$ cat config.mk
export PLATFORM = sky130hd
export DESIGN_NAME = uf_mod
export DESIGN_NICKNAME = d
export VERILOG_FILES = /design/src/uf_pkg.sv /design/src/uf_mod.sv
export SDC_FILE = /design/constraint.sdc
export NUM_CORES = 1
export LEC_CHECK = 0
export BUFFER_PORTS_ARGS = -buffer_cell sky130_fd_sc_hd__clkbuf_2
export CORE_AREA = 2 2 53 55
export DETAILED_ROUTE_END_ITERATION = 7
export DIE_AREA = 0 0 55 57
export PLACE_DENSITY = 0.77
export SLEW_MARGIN = 20
export SYNTH_ARGS = -nofsm -noshare
export SYNTH_HDL_FRONTEND = slang
export SYNTH_SLANG_ARGS = --single-unit
$ cat constraint.sdc
create_clock -name clk -period 1.3 [get_ports clk]
set_input_delay 0.195 -clock clk [delete_from_list [all_inputs] [get_ports clk]]
set_output_delay 0.195 -clock clk [all_outputs]
set_load 0.005 [all_outputs]
$ cat src/uf_pkg.sv
// Shared constants and types for the union-find engine.
package uf_pkg;

	localparam int NODE_W          = 10;   // width of node_a / node_b
	localparam int ROOT_W          = 10;   // width of root result
	localparam int RED_STEPS       = 5;    // compare-subtract steps per reduce cycle
	localparam int SH_W            = $clog2(NODE_W);
	localparam int DEF_NODE_COUNT  = 1024;

	localparam logic KIND_FIND = 1'b0;
	localparam logic KIND_JOIN = 1'b1;

	typedef enum logic [2:0] {
		ST_CLEAR,   // post-reset sweep marking every entry as a root
		ST_IDLE,    // waiting for an item
		ST_RED,     // reducing node indexes modulo NODE_COUNT
		ST_FRD,     // first read of a find walk
		ST_FCHK,    // walking up toward the root, one entry per cycle
		ST_CCHK,    // compression walk, rewriting parents to the root
		ST_LINK,    // join: hang root(a) under root(b)
		ST_DONE     // result waiting for the output register
	} uf_state_t;

endpackage

$ cat src/uf_mod.sv
// Reduces both raw node indexes modulo NODE_COUNT by restoring compare-subtract.
module uf_mod #(
	parameter int NODE_COUNT = uf_pkg::DEF_NODE_COUNT,
	parameter int IDX_W      = $clog2(NODE_COUNT)
) (
	input  logic                      clk,
	input  logic                      arst_n,
	input  logic                      load,
	input  logic [uf_pkg::NODE_W-1:0] raw_a,
	input  logic [uf_pkg::NODE_W-1:0] raw_b,
	output logic                      done,
	output logic [IDX_W-1:0]          red_a,
	output logic [IDX_W-1:0]          red_b
);
	import uf_pkg::*;

	localparam int CW = $clog2(NODE_COUNT + 1) + NODE_W;

	logic          busy_q;
	logic          pass_q;
	logic          done_q;
	logic [CW-1:0] va_q;
	logic [CW-1:0] vb_q;
	logic [CW-1:0] va_nx;
	logic [CW-1:0] vb_nx;

	// high pass handles shifts NODE_W-1..RED_STEPS, low pass RED_STEPS-1..0
	always_comb begin
		logic [CW-1:0]   d;
		logic [SH_W-1:0] sh;
		va_nx = va_q;
		vb_nx = vb_q;
		for (int j = 0; j < RED_STEPS; j++) begin
			sh = pass_q ? SH_W'(RED_STEPS - 1 - j) : SH_W'(2 * RED_STEPS - 1 - j);
			d  = CW'(NODE_COUNT) << sh;
			if (va_nx >= d) begin
				va_nx = va_nx - d;
			end
			if (vb_nx >= d) begin
				vb_nx = vb_nx - d;
			end
		end
	end

	always_ff @(posedge clk or negedge arst_n) begin
		if (!arst_n) begin
			busy_q <= 1'b0;
			pass_q <= 1'b0;
			done_q <= 1'b0;
		end else begin
			done_q <= busy_q && pass_q;
			if (load) begin
				busy_q <= 1'b1;
				pass_q <= 1'b0;
			end else if (busy_q) begin
				pass_q <= 1'b1;
				if (pass_q) begin
					busy_q <= 1'b0;
				end
			end
		end
	end

	always_ff @(posedge clk) begin
		if (load) begin
			va_q <= CW'(raw_a);
			vb_q <= CW'(raw_b);
		end else if (busy_q) begin
			va_q <= va_nx;
			vb_q <= vb_nx;
		end
	end

	assign done  = done_q;
	assign red_a = va_q[IDX_W-1:0];
	assign red_b = vb_q[IDX_W-1:0];

endmodule

==> metrics.txt <==
die footprint 3135 um2; GRT overflow 0; die width 55 um; starting density of the core 41.24%; WS Path Type flop to primary output; final setup vio count 0; synth warn 0; Post-Syn Area 1079 um2; pwr/cell area 1184 nW/um2; Setup crit end kind primary output; via/cell ratio between 4 and 5; Reg2Reg Depth 3; # nets final 124; core area approximately 2600 um2; # fillers approximately 270; DRC Markers 0; syn_nets 100; final hold slack 0.1813 ns; initial DRC count 2; worst path bufs/invs 1; Mean Syn Cell Area 14.01 um2; final slew viol count 0; Synth top area share roughly 56%; Startpoint Class flop; final hold vios 0; Pwr Total approximately 1.4 mW; CTS tree done; first-pass GRT wire length ~2.3 mm; WL per Instance between 10 and 15 um; Inserted Clock Buffers 3; sequential share of the synthesized area between 60% and 70%; hpwl dp 1.211 mm; switching part of the total a little over a fifth; FF+latch area 675.6 um2; Flop pwr share approximately 65%; slowest cell delay on critical path 0.42 ns; # rows 19; Combinational Power Share between 10% and 20%; min Tclk post-route 1.030 ns; HP Start raw_a[0]; CTS resizes 0; ANT nets after route 0; Worst VDD drop 0.6955 mV; n_diodes 0; Vias around 570; Multi-input gate area 215.2 um2; HP Class input port to flop; Int Pwr 1.139 mW; Hold Path Sink va_q[0]; I/O pins 44; Worst Path Required 1.11 ns; Yosys top cell by area edfxtp_1; r2r endpoint va_q[8]; TNS Setup 0 ns; worst rel slew slack between 70 and 80%; CP max stage cell edfxtp_1; Worst-Margin Slew 0.4157 ns; DRT Pass-1 Iters 2; cell count after synthesis 77; reg2reg start busy_q; Achievable Freq 0.9707 GHz; Reg clk slew, reported paths 0.11 ns; Final GP Congestion between 0.7 and 0.8; GRT Overall Usage 9.963%; R2R Setup Slk 0.33 ns; Synth cell types 12; CTS max path bufs 2; share of flip-flops with an asynchronous set or reset 13.04%; RSZ-0062 raised after global routing false; Post-synth EDFFs 20; register bit total from synthesis 23; vias in the first global route 560; Leak Pwr 0.5438 nW; crit path max fanout 2; Clock Latency Late Sink 0.29 ns; hold path cells 2; layout cells sized above 1 63.00%; Area Overhead vs Synth 13.22%; Port-buffer cells 43; chip height roughly 57 um; clock network power share around a fifth; crit path from va_q[4]; synth top area cells edfxtp_1 (56%), mux2_2 (15%), buf_4 (14%); CTS root buffer clkbuf_4; Worst Path Arrival 0.84 ns; initial antenna violation count 0; Psw 0.3063 mW; H-tree Lvls 1; ys flop type edfxtp_1; commonest cells in the netlist buf_4 (20), edfxtp_1 (20), mux2_2 (14); crit share post-route 79.25%; outcome finished clean; max_cap viols 0; largest net degree at the start of global routing 19; CP Cell Sequence clkbuf_2; WL final roughly 1.5 mm; clk sinks 23; CP top delay family flip-flops; Setup Skew 0.001574 ns
-- repair_timing --
item,CTS,global route
endpoints found under the hold margin,3,0
setup buffers,0,0
hold buffers,1,0
-- sequential cells by signal, summed over array words and instances, names as in the netlist --
signal / count
busy_q: 1
pass_q: 1
done: 1
va_q: 10
vb_q: 10
-- placed cells by master, fill, tap and decap left out, drive strengths merged --
cell type,netlist,routed
clkbuf,5,46
edfxtp,20,20
mux2,14,14
and2,6,6
dfrtp,3,3
inv,2,2
nor2,2,2
clkinv,1,2
buf,22,2
a21o,1,1
a21oi,1,1
dlygate4sd3,0,1
-- worst max-delay path by stage --
| stage | end | slack, ns | cells after the start |
|---|---|---|---|
| 2_1_floorplan | va_q[3] | 0.16 | 2 |
| 3_3_place_gp | vb_q[4] | 0.13 | 2 |
| 3_5_place_dp | vb_q[9] | 0.09 | 2 |
| 4_1_cts | red_b[9] | 0.25 | 1 |
| 5_1_grt | red_b[9] | 0.21 | 1 |
| 6_report | red_a[4] | 0.27 | 1 |
-- power by group through the flow --
stage / Sequential (mW) / Combinational, mW / Clock, mW
after global placement: 0.947 / 0.207 / 0
final: 0.932 / 0.212 / 0.302
after global routing: 0.943 / 0.234 / 0.346
after detailed placement: 0.952 / 0.214 / 0
after CTS: 0.935 / 0.217 / 0.316
after floorplan: 0.938 / 0.190 / 0
-- cells by family after synthesis --
kind of cell,Yosys count,synth area share (%)
simple gates,8,4.177
buf+inv,30,17.40
mux,14,14.62
compound gates,2,1.160
flops,23,62.65
-- final cells by class --
cell class | count | share of cell area, %
inverters | 3 | 0.9221
multi-input cells | 24 | 17.62
well taps | 31 | 3.176
flip-flops and latches | 23 | 55.33
clock buffers | 3 | 1.844
repair buffers | 46 | 20.70
clock inverters | 1 | 0.4098
-- per-stage QoR --
step / utilization [%] / instance area (um2) / std cells / setup slack [ns]
after floorplan: - / 1079 / 77 / 0.1640
after global placement: 45.26 / 1184 / 126 / 0.1289
after detailed placement: 45.26 / 1184 / 126 / 0.08852
after CTS: 46.70 / 1221 / 131 / 0.2530
after global routing: 46.70 / 1221 / 131 / 0.2077
final: 46.70 / 1221 / 131 / 0.2698
-- per-layer routing --
metal / vias up / global-route usage, % / wire length [um]
met5: - / 0 / 0
met4: 0 / 4.181 / 16
met3: 2 / 2.618 / 108
met2: 22 / 16.50 / 763
met1: 263 / 12.01 / 612
li1: 284 / - / -
No activity file was read; power rests on OpenSTA's default activity.
