<file path="src/uf_pkg.sv">
// Shared constants and types for the union-find engine.
package uf_pkg;

	localparam int NODE_W          = 10;   // width of node_a / node_b
	localparam int ROOT_W          = 10;   // width of root result
	localparam int RED_STEPS       = 5;    // compare-subtract steps per reduce cycle
	localparam int SH_W            = $clog2(NODE_W);
	localparam int DEF_NODE_COUNT  = 1024;

	localparam logic KIND_FIND = 1'b0;
	localparam logic KIND_JOIN = 1'b1;

	typedef enum logic [2:0] {
		ST_CLEAR,   // post-reset sweep marking every entry as a root
		ST_IDLE,    // waiting for an item
		ST_RED,     // reducing node indexes modulo NODE_COUNT
		ST_FRD,     // first read of a find walk
		ST_FCHK,    // walking up toward the root, one entry per cycle
		ST_CCHK,    // compression walk, rewriting parents to the root
		ST_LINK,    // join: hang root(a) under root(b)
		ST_DONE     // result waiting for the output register
	} uf_state_t;

endpackage

</file>
<file path="src/uf_walker.sv">
// Sequencer: table clear, find walks with path compression, join link.
module uf_walker #(
	parameter int NODE_COUNT = uf_pkg::DEF_NODE_COUNT,
	parameter int IDX_W      = $clog2(NODE_COUNT)
) (
	input  logic             clk,
	input  logic             arst_n,
	input  logic             in_valid,
	output logic             in_ready,
	input  logic             in_kind,
	output logic             mod_load,
	input  logic             mod_done,
	input  logic [IDX_W-1:0] na,
	input  logic [IDX_W-1:0] nb,
	output logic             mem_we,
	output logic [IDX_W-1:0] mem_waddr,
	output logic [IDX_W:0]   mem_wdata,
	output logic [IDX_W-1:0] mem_raddr,
	input  logic [IDX_W:0]   mem_rdata,
	output logic             res_valid,
	input  logic             res_ready,
	output logic [IDX_W-1:0] res_root,
	output logic             res_same
);
	import uf_pkg::*;

	localparam logic [IDX_W-1:0] LAST_IDX = IDX_W'(NODE_COUNT - 1);

	uf_state_t        state_q;
	uf_state_t        state_nx;
	logic [IDX_W-1:0] clr_q;
	logic             sel_b_q;
	logic             kind_q;
	logic [IDX_W-1:0] cur_q;
	logic [IDX_W-1:0] top_q;
	logic [IDX_W-1:0] ra_q;
	logic [IDX_W-1:0] res_root_q;
	logic             res_same_q;

	logic             rd_root;
	logic [IDX_W-1:0] rd_par;
	logic [IDX_W-1:0] start;
	logic             find_done;
	logic [IDX_W-1:0] fin_root;
	uf_state_t        fin_state;

	assign rd_root = mem_rdata[IDX_W];
	assign rd_par  = mem_rdata[IDX_W-1:0];
	assign start   = sel_b_q ? nb : na;

	assign find_done = ((state_q == ST_FCHK) && rd_root && (cur_q == start)) ||
	                   ((state_q == ST_CCHK) && (rd_par == top_q));
	assign fin_root  = (state_q == ST_FCHK) ? cur_q : top_q;

	always_comb begin
		if (!sel_b_q && (kind_q == KIND_JOIN)) begin
			fin_state = ST_FRD;
		end else if (sel_b_q && (ra_q != fin_root)) begin
			fin_state = ST_LINK;
		end else begin
			fin_state = ST_DONE;
		end
	end

	// next state
	always_comb begin
		state_nx = state_q;
		unique case (state_q)
			ST_CLEAR: begin
				if (clr_q == LAST_IDX) state_nx = ST_IDLE;
			end
			ST_IDLE: begin
				if (in_valid) state_nx = ST_RED;
			end
			ST_RED: begin
				if (mod_done) state_nx = ST_FRD;
			end
			ST_FRD: begin
				state_nx = ST_FCHK;
			end
			ST_FCHK: begin
				if (find_done) state_nx = fin_state;
				else if (rd_root) state_nx = ST_CCHK;
			end
			ST_CCHK: begin
				if (find_done) state_nx = fin_state;
			end
			ST_LINK: begin
				state_nx = ST_DONE;
			end
			ST_DONE: begin
				if (res_ready) state_nx = ST_IDLE;
			end
			default: state_nx = ST_IDLE;
		endcase
	end

	// outputs and memory port drive
	always_comb begin
		in_ready  = 1'b0;
		mod_load  = 1'b0;
		res_valid = 1'b0;
		mem_we    = 1'b0;
		mem_waddr = cur_q;
		mem_wdata = {1'b0, top_q};
		mem_raddr = start;
		unique case (state_q)
			ST_CLEAR: begin
				mem_we    = 1'b1;
				mem_waddr = clr_q;
				mem_wdata = {1'b1, {IDX_W{1'b0}}};
			end
			ST_IDLE: begin
				in_ready = 1'b1;
				mod_load = in_valid;
			end
			ST_RED: begin
			end
			ST_FRD: begin
				mem_raddr = start;
			end
			ST_FCHK: begin
				mem_raddr = rd_root ? start : rd_par;
			end
			ST_CCHK: begin
				// write the node just read, read its old parent; never the same entry
				mem_we    = 1'b1;
				mem_waddr = cur_q;
				mem_wdata = {1'b0, top_q};
				mem_raddr = rd_par;
			end
			ST_LINK: begin
				mem_we    = 1'b1;
				mem_waddr = ra_q;
				mem_wdata = {1'b0, res_root_q};
			end
			ST_DONE: begin
				res_valid = 1'b1;
			end
			default: begin
			end
		endcase
	end

	always_ff @(posedge clk or negedge arst_n) begin
		if (!arst_n) begin
			state_q <= ST_CLEAR;
			clr_q   <= '0;
			sel_b_q <= 1'b0;
		end else begin
			state_q <= state_nx;
			if (state_q == ST_CLEAR) begin
				clr_q <= clr_q + 1'b1;
			end
			if (state_q == ST_RED) begin
				sel_b_q <= 1'b0;
			end else if (find_done && !sel_b_q) begin
				sel_b_q <= 1'b1;
			end
		end
	end

	always_ff @(posedge clk) begin
		if ((state_q == ST_IDLE) && in_valid) begin
			kind_q <= in_kind;
		end
		if (state_q == ST_FRD) begin
			cur_q <= start;
		end
		if (state_q == ST_FCHK) begin
			if (rd_root) begin
				top_q <= cur_q;
				cur_q <= start;
			end else begin
				cur_q <= rd_par;
			end
		end
		if (state_q == ST_CCHK) begin
			cur_q <= rd_par;
		end
		if (find_done) begin
			res_root_q <= fin_root;
			res_same_q <= sel_b_q && (ra_q == fin_root);
			if (!sel_b_q) begin
				ra_q <= fin_root;
			end
		end
	end

	assign res_root = res_root_q;
	assign res_same = res_same_q;

endmodule

</file>
<file path="config.mk">
export PLATFORM = sky130hd
export DESIGN_NAME = uf_walker
export DESIGN_NICKNAME = d
export VERILOG_FILES = /design/src/uf_pkg.sv /design/src/uf_walker.sv
export SDC_FILE = /design/constraint.sdc
export NUM_CORES = 1
export LEC_CHECK = 0
export ABC_AREA = 1
export BUFFER_PORTS_ARGS = -buffer_cell sky130_fd_sc_hd__buf_2
export CAP_MARGIN = 25
export CORE_ASPECT_RATIO = 0.5
export CORE_UTILIZATION = 42
export CTS_CLUSTER_DIAMETER = 30
export DETAILED_ROUTE_END_ITERATION = 8
export SLEW_MARGIN = 20
export SYNTH_ARGS = -nofsm -noshare
export SYNTH_HDL_FRONTEND = slang
export SYNTH_SLANG_ARGS = --single-unit
</file>
<file path="constraint.sdc">
create_clock -name clk -period 4.4 [get_ports clk]
set_input_delay 0.22 -clock clk [delete_from_list [all_inputs] [get_ports clk]]
set_output_delay 0.22 -clock clk [all_outputs]
set_load 0.01 [all_outputs]
</file>
==> flow_summary.yaml <==
synth:
  synthMuxAreaShare: 0
  synthFlopType: "edfxtp_1"
  synth-edff-count: 42
  syn_area_mm2: 0.00358
  synthXorXnorAreaFrac: 0.0490
  synthSimpleGateAreaFrac: 0.328
  synth_area_leader_cell: "edfxtp_1"
  synth_top_family_by_area: "simple AND/OR/NAND/NOR gates"
  synth_common_cells: "166 x nand2_1, 61 x inv_1, 47 x nand3_1, 42 x edfxtp_1, 30 x nor2_1"
  async_reset_ff_frac: 0.250
  synth_cells: 465
  yosysWarnings: 0
  synth-compound-area-share: 0.0808
  synth_most_common_cell: "nand2_1"
  syn_nets: 503
  synth_area_leaders: "edfxtp_1 35%, nand2_1 17%, dfrtp_1 9.8%"
  synthDominantCellAreaShare: 0.352
  synth_fa_ha_area_frac: 0.00350
  avgSynthCellArea_um2: 7.70
  ys_types: 38
  synth-seq-area-share: 0.450
  synth-seq-cells: 56
timing:
  post-route-min-period_ns: 3.36
  fmax_mhz: 297
  period_share: 0.764
  worst_pin_slew_ns: 0.778
  slew_violations: 0
  setup_viol: 0
  fin_skew_ns: 0.00544
  tns_ns: 0
  rsz0062_at_grt: "false"
  slew_headroom: 0.481
  finalHoldViolCount: 0
cts:
  post_cts_buffers: 0
  cts_max_level: 2
  post_cts_resized: 0
  clkTransAtPathRegs_ns: 0.07
  max-clock-path-buffers: 2
  numCtsBuffers: 5
  cts_hold_buf: 1
  insertion_delay_ns: 0.30
  cts.sinks: 56
  cts_tree: "built"
  clock-root-buffer: "clkbuf_16"
global_route:
  grt_usage: 0.243
  grt_max_degree: 27
  grt_pass1_wl_mm: 16.0
  grt.overflow.total: 0
  grt_pass1_vias: 2915
  antenna_found_initial: 0
routing:
  post_drt_wl_per_cell_um: 15.9
  vias_per_cell: 5.09
  ant_nets: 0
  drtIter0Drc: 304
  num_vias: 3348
  firstDrtPassIters: 5
  drc: 0
  finalWirelength_mm: 10.4
cells_and_area:
  finish.net_count: 583
  syn2layout_area_growth_pct: 18.0
  seqCellArea_mm2: 0.00161
  multiInputGateArea_mm2: 0.00165
  antenna_cells: 0
  fin_util: 0.520
  layout-drive-gt1-share: 0.201
  fillers: 810
critical_path:
  worstPathArrival_ns: 3.14
  critPathTopFamily: "simple AND/OR/NAND/NOR gates"
  rr_startpoint: "sel_b_q"
  startpoint_type: "flip-flop"
  worst_path_most_repeated_cell: "inv_2"
  path_buf_inv: 4
  slowest_delay_ns: 0.85
  crit_required_ns: 4.18
  path_cells: "inv_2 -> nand2_1 -> inv_2 -> nor2_2 -> inv_1 -> o21ai_0 -> buf_2"
  end_kind: "primary output"
  worstSetupPathType: "reg -> out"
  cp_slowest_cell: "dfrtp_1"
  r2r_cells: 10
  endpoint: "mem_wdata[1]"
  cp_max_fo: 23
  reg2reg_slack_ns: 1.43
  crit_start: "state_q[2]"
  reg2reg_to: "res_root[0]"
  cp_num_cells: 7
run_status:
  outcome: "completed"
power_and_ir_drop:
  total_power_uw: 2470
  p_leak_uw: 0.00210
  p_per_area_mw_per_mm2: 585
  ir_drop_mv: 0.201
die:
  core_mm2: 0.00812
  die_area_mm2: 0.00892
  dieWidth_um: 133
  core.rowCount: 23
  io_pins: 83
  floorplan.initialDensity: 0.441
  die_y_um: 67.3
placement:
  port-buffer-count: 82
  dp_hpwl_mm: 8.15
  place_congestion: 0.867
hold_path:
  hold_path.class: "in -> reg"
job:
  drv_cap: 0
[routing by layer]
metal / global-route usage / wire, um / part of all wire / vias up
met5: 0 / 0 / 0 / -
met4: 0.0302 / 42 / 0.0040 / 0
met3: 0.0518 / 847 / 0.081 / 6
met2: 0.359 / 4190 / 0.40 / 125
met1: 0.368 / 5370 / 0.51 / 1540
li1: - / - / - / 1677
[flip-flops by register name, indices dropped and copies added, names as in the netlist]
register	flops
sel_b_q	1
state_q	3
res_root	10
kind_q	1
ra_q	10
cur_q	10
top_q	10
clr_q	10
res_same	1
[worst min path at each step]
stage,cells past startpoint,slack (ns),end,startpoint
global placement,1,0.14,clr_q[3],arst_n
floorplan,0,-0.08,clr_q[0],arst_n
detailed placement,1,0.15,clr_q[3],arst_n
finish,1,0.09,kind_q,in_kind
global route,1,0.09,kind_q,in_kind
CTS,1,0.09,kind_q,in_kind
[cells in the final DEF (no fill, tap or decap), types with 2 or more instances in the layout]
cell type / count
nand3_1: 47
clkinv_2: 2
a32o_1: 6
o221ai_1: 9
nor3_2: 2
xnor2_1: 6
nor2_1: 30
edfxtp_1: 42
o21ai_0: 22
nand4_1: 3
inv_2: 6
buf_2: 82
a21oi_1: 2
nor2_4: 5
nand2_1: 166
clkbuf_16: 5
nor3b_1: 2
xor2_1: 14
nor3_1: 2
dfrtp_1: 14
inv_1: 61
[power breakdown]
group          internal, uW  total, uW  switching (uW)
logic                   401       1170             772
clock network           208        398             191
registers               730        899             169
[logic make-up (layout without fill, tap and decap cells)]
kind of cell             count (synthesis)  after routing
flip-flops                              56             56
buffers and inverters                   78            159
adder cells (fa/ha/maj)                  1              1
AO/OA/AOI/OAI                           43             43
XOR/XNOR                                20             20
AND/OR/NAND/NOR                        267            267
[layout make-up]
cell class	instances	area share
Clock inverter	3	0.00326
Sequential cell	56	0.382
Timing Repair Buffer	84	0.101
Tap cell	112	0.0332
Clock buffer	5	0.0296
Inverter	67	0.0596
Multi-Input combinational cell	331	0.391
[per-stage QoR]
| stage | instances | hold slack (ns) | worst slack [ns] | area, um2 |
|---|---|---|---|---|
| 2_1_floorplan | 465 | -0.0756 | 2.14 | 3580 |
| 3_3_place_gp | 649 | 0.142 | 1.47 | 4070 |
| 3_5_place_dp | 649 | 0.145 | 1.39 | 4070 |
| 4_1_cts | 658 | 0.0913 | 1.07 | 4220 |
| 5_1_grt | 658 | 0.0890 | 0.710 | 4220 |
| 6_report | 658 | 0.0947 | 1.04 | 4220 |
(Power assumes the default switching activity.)
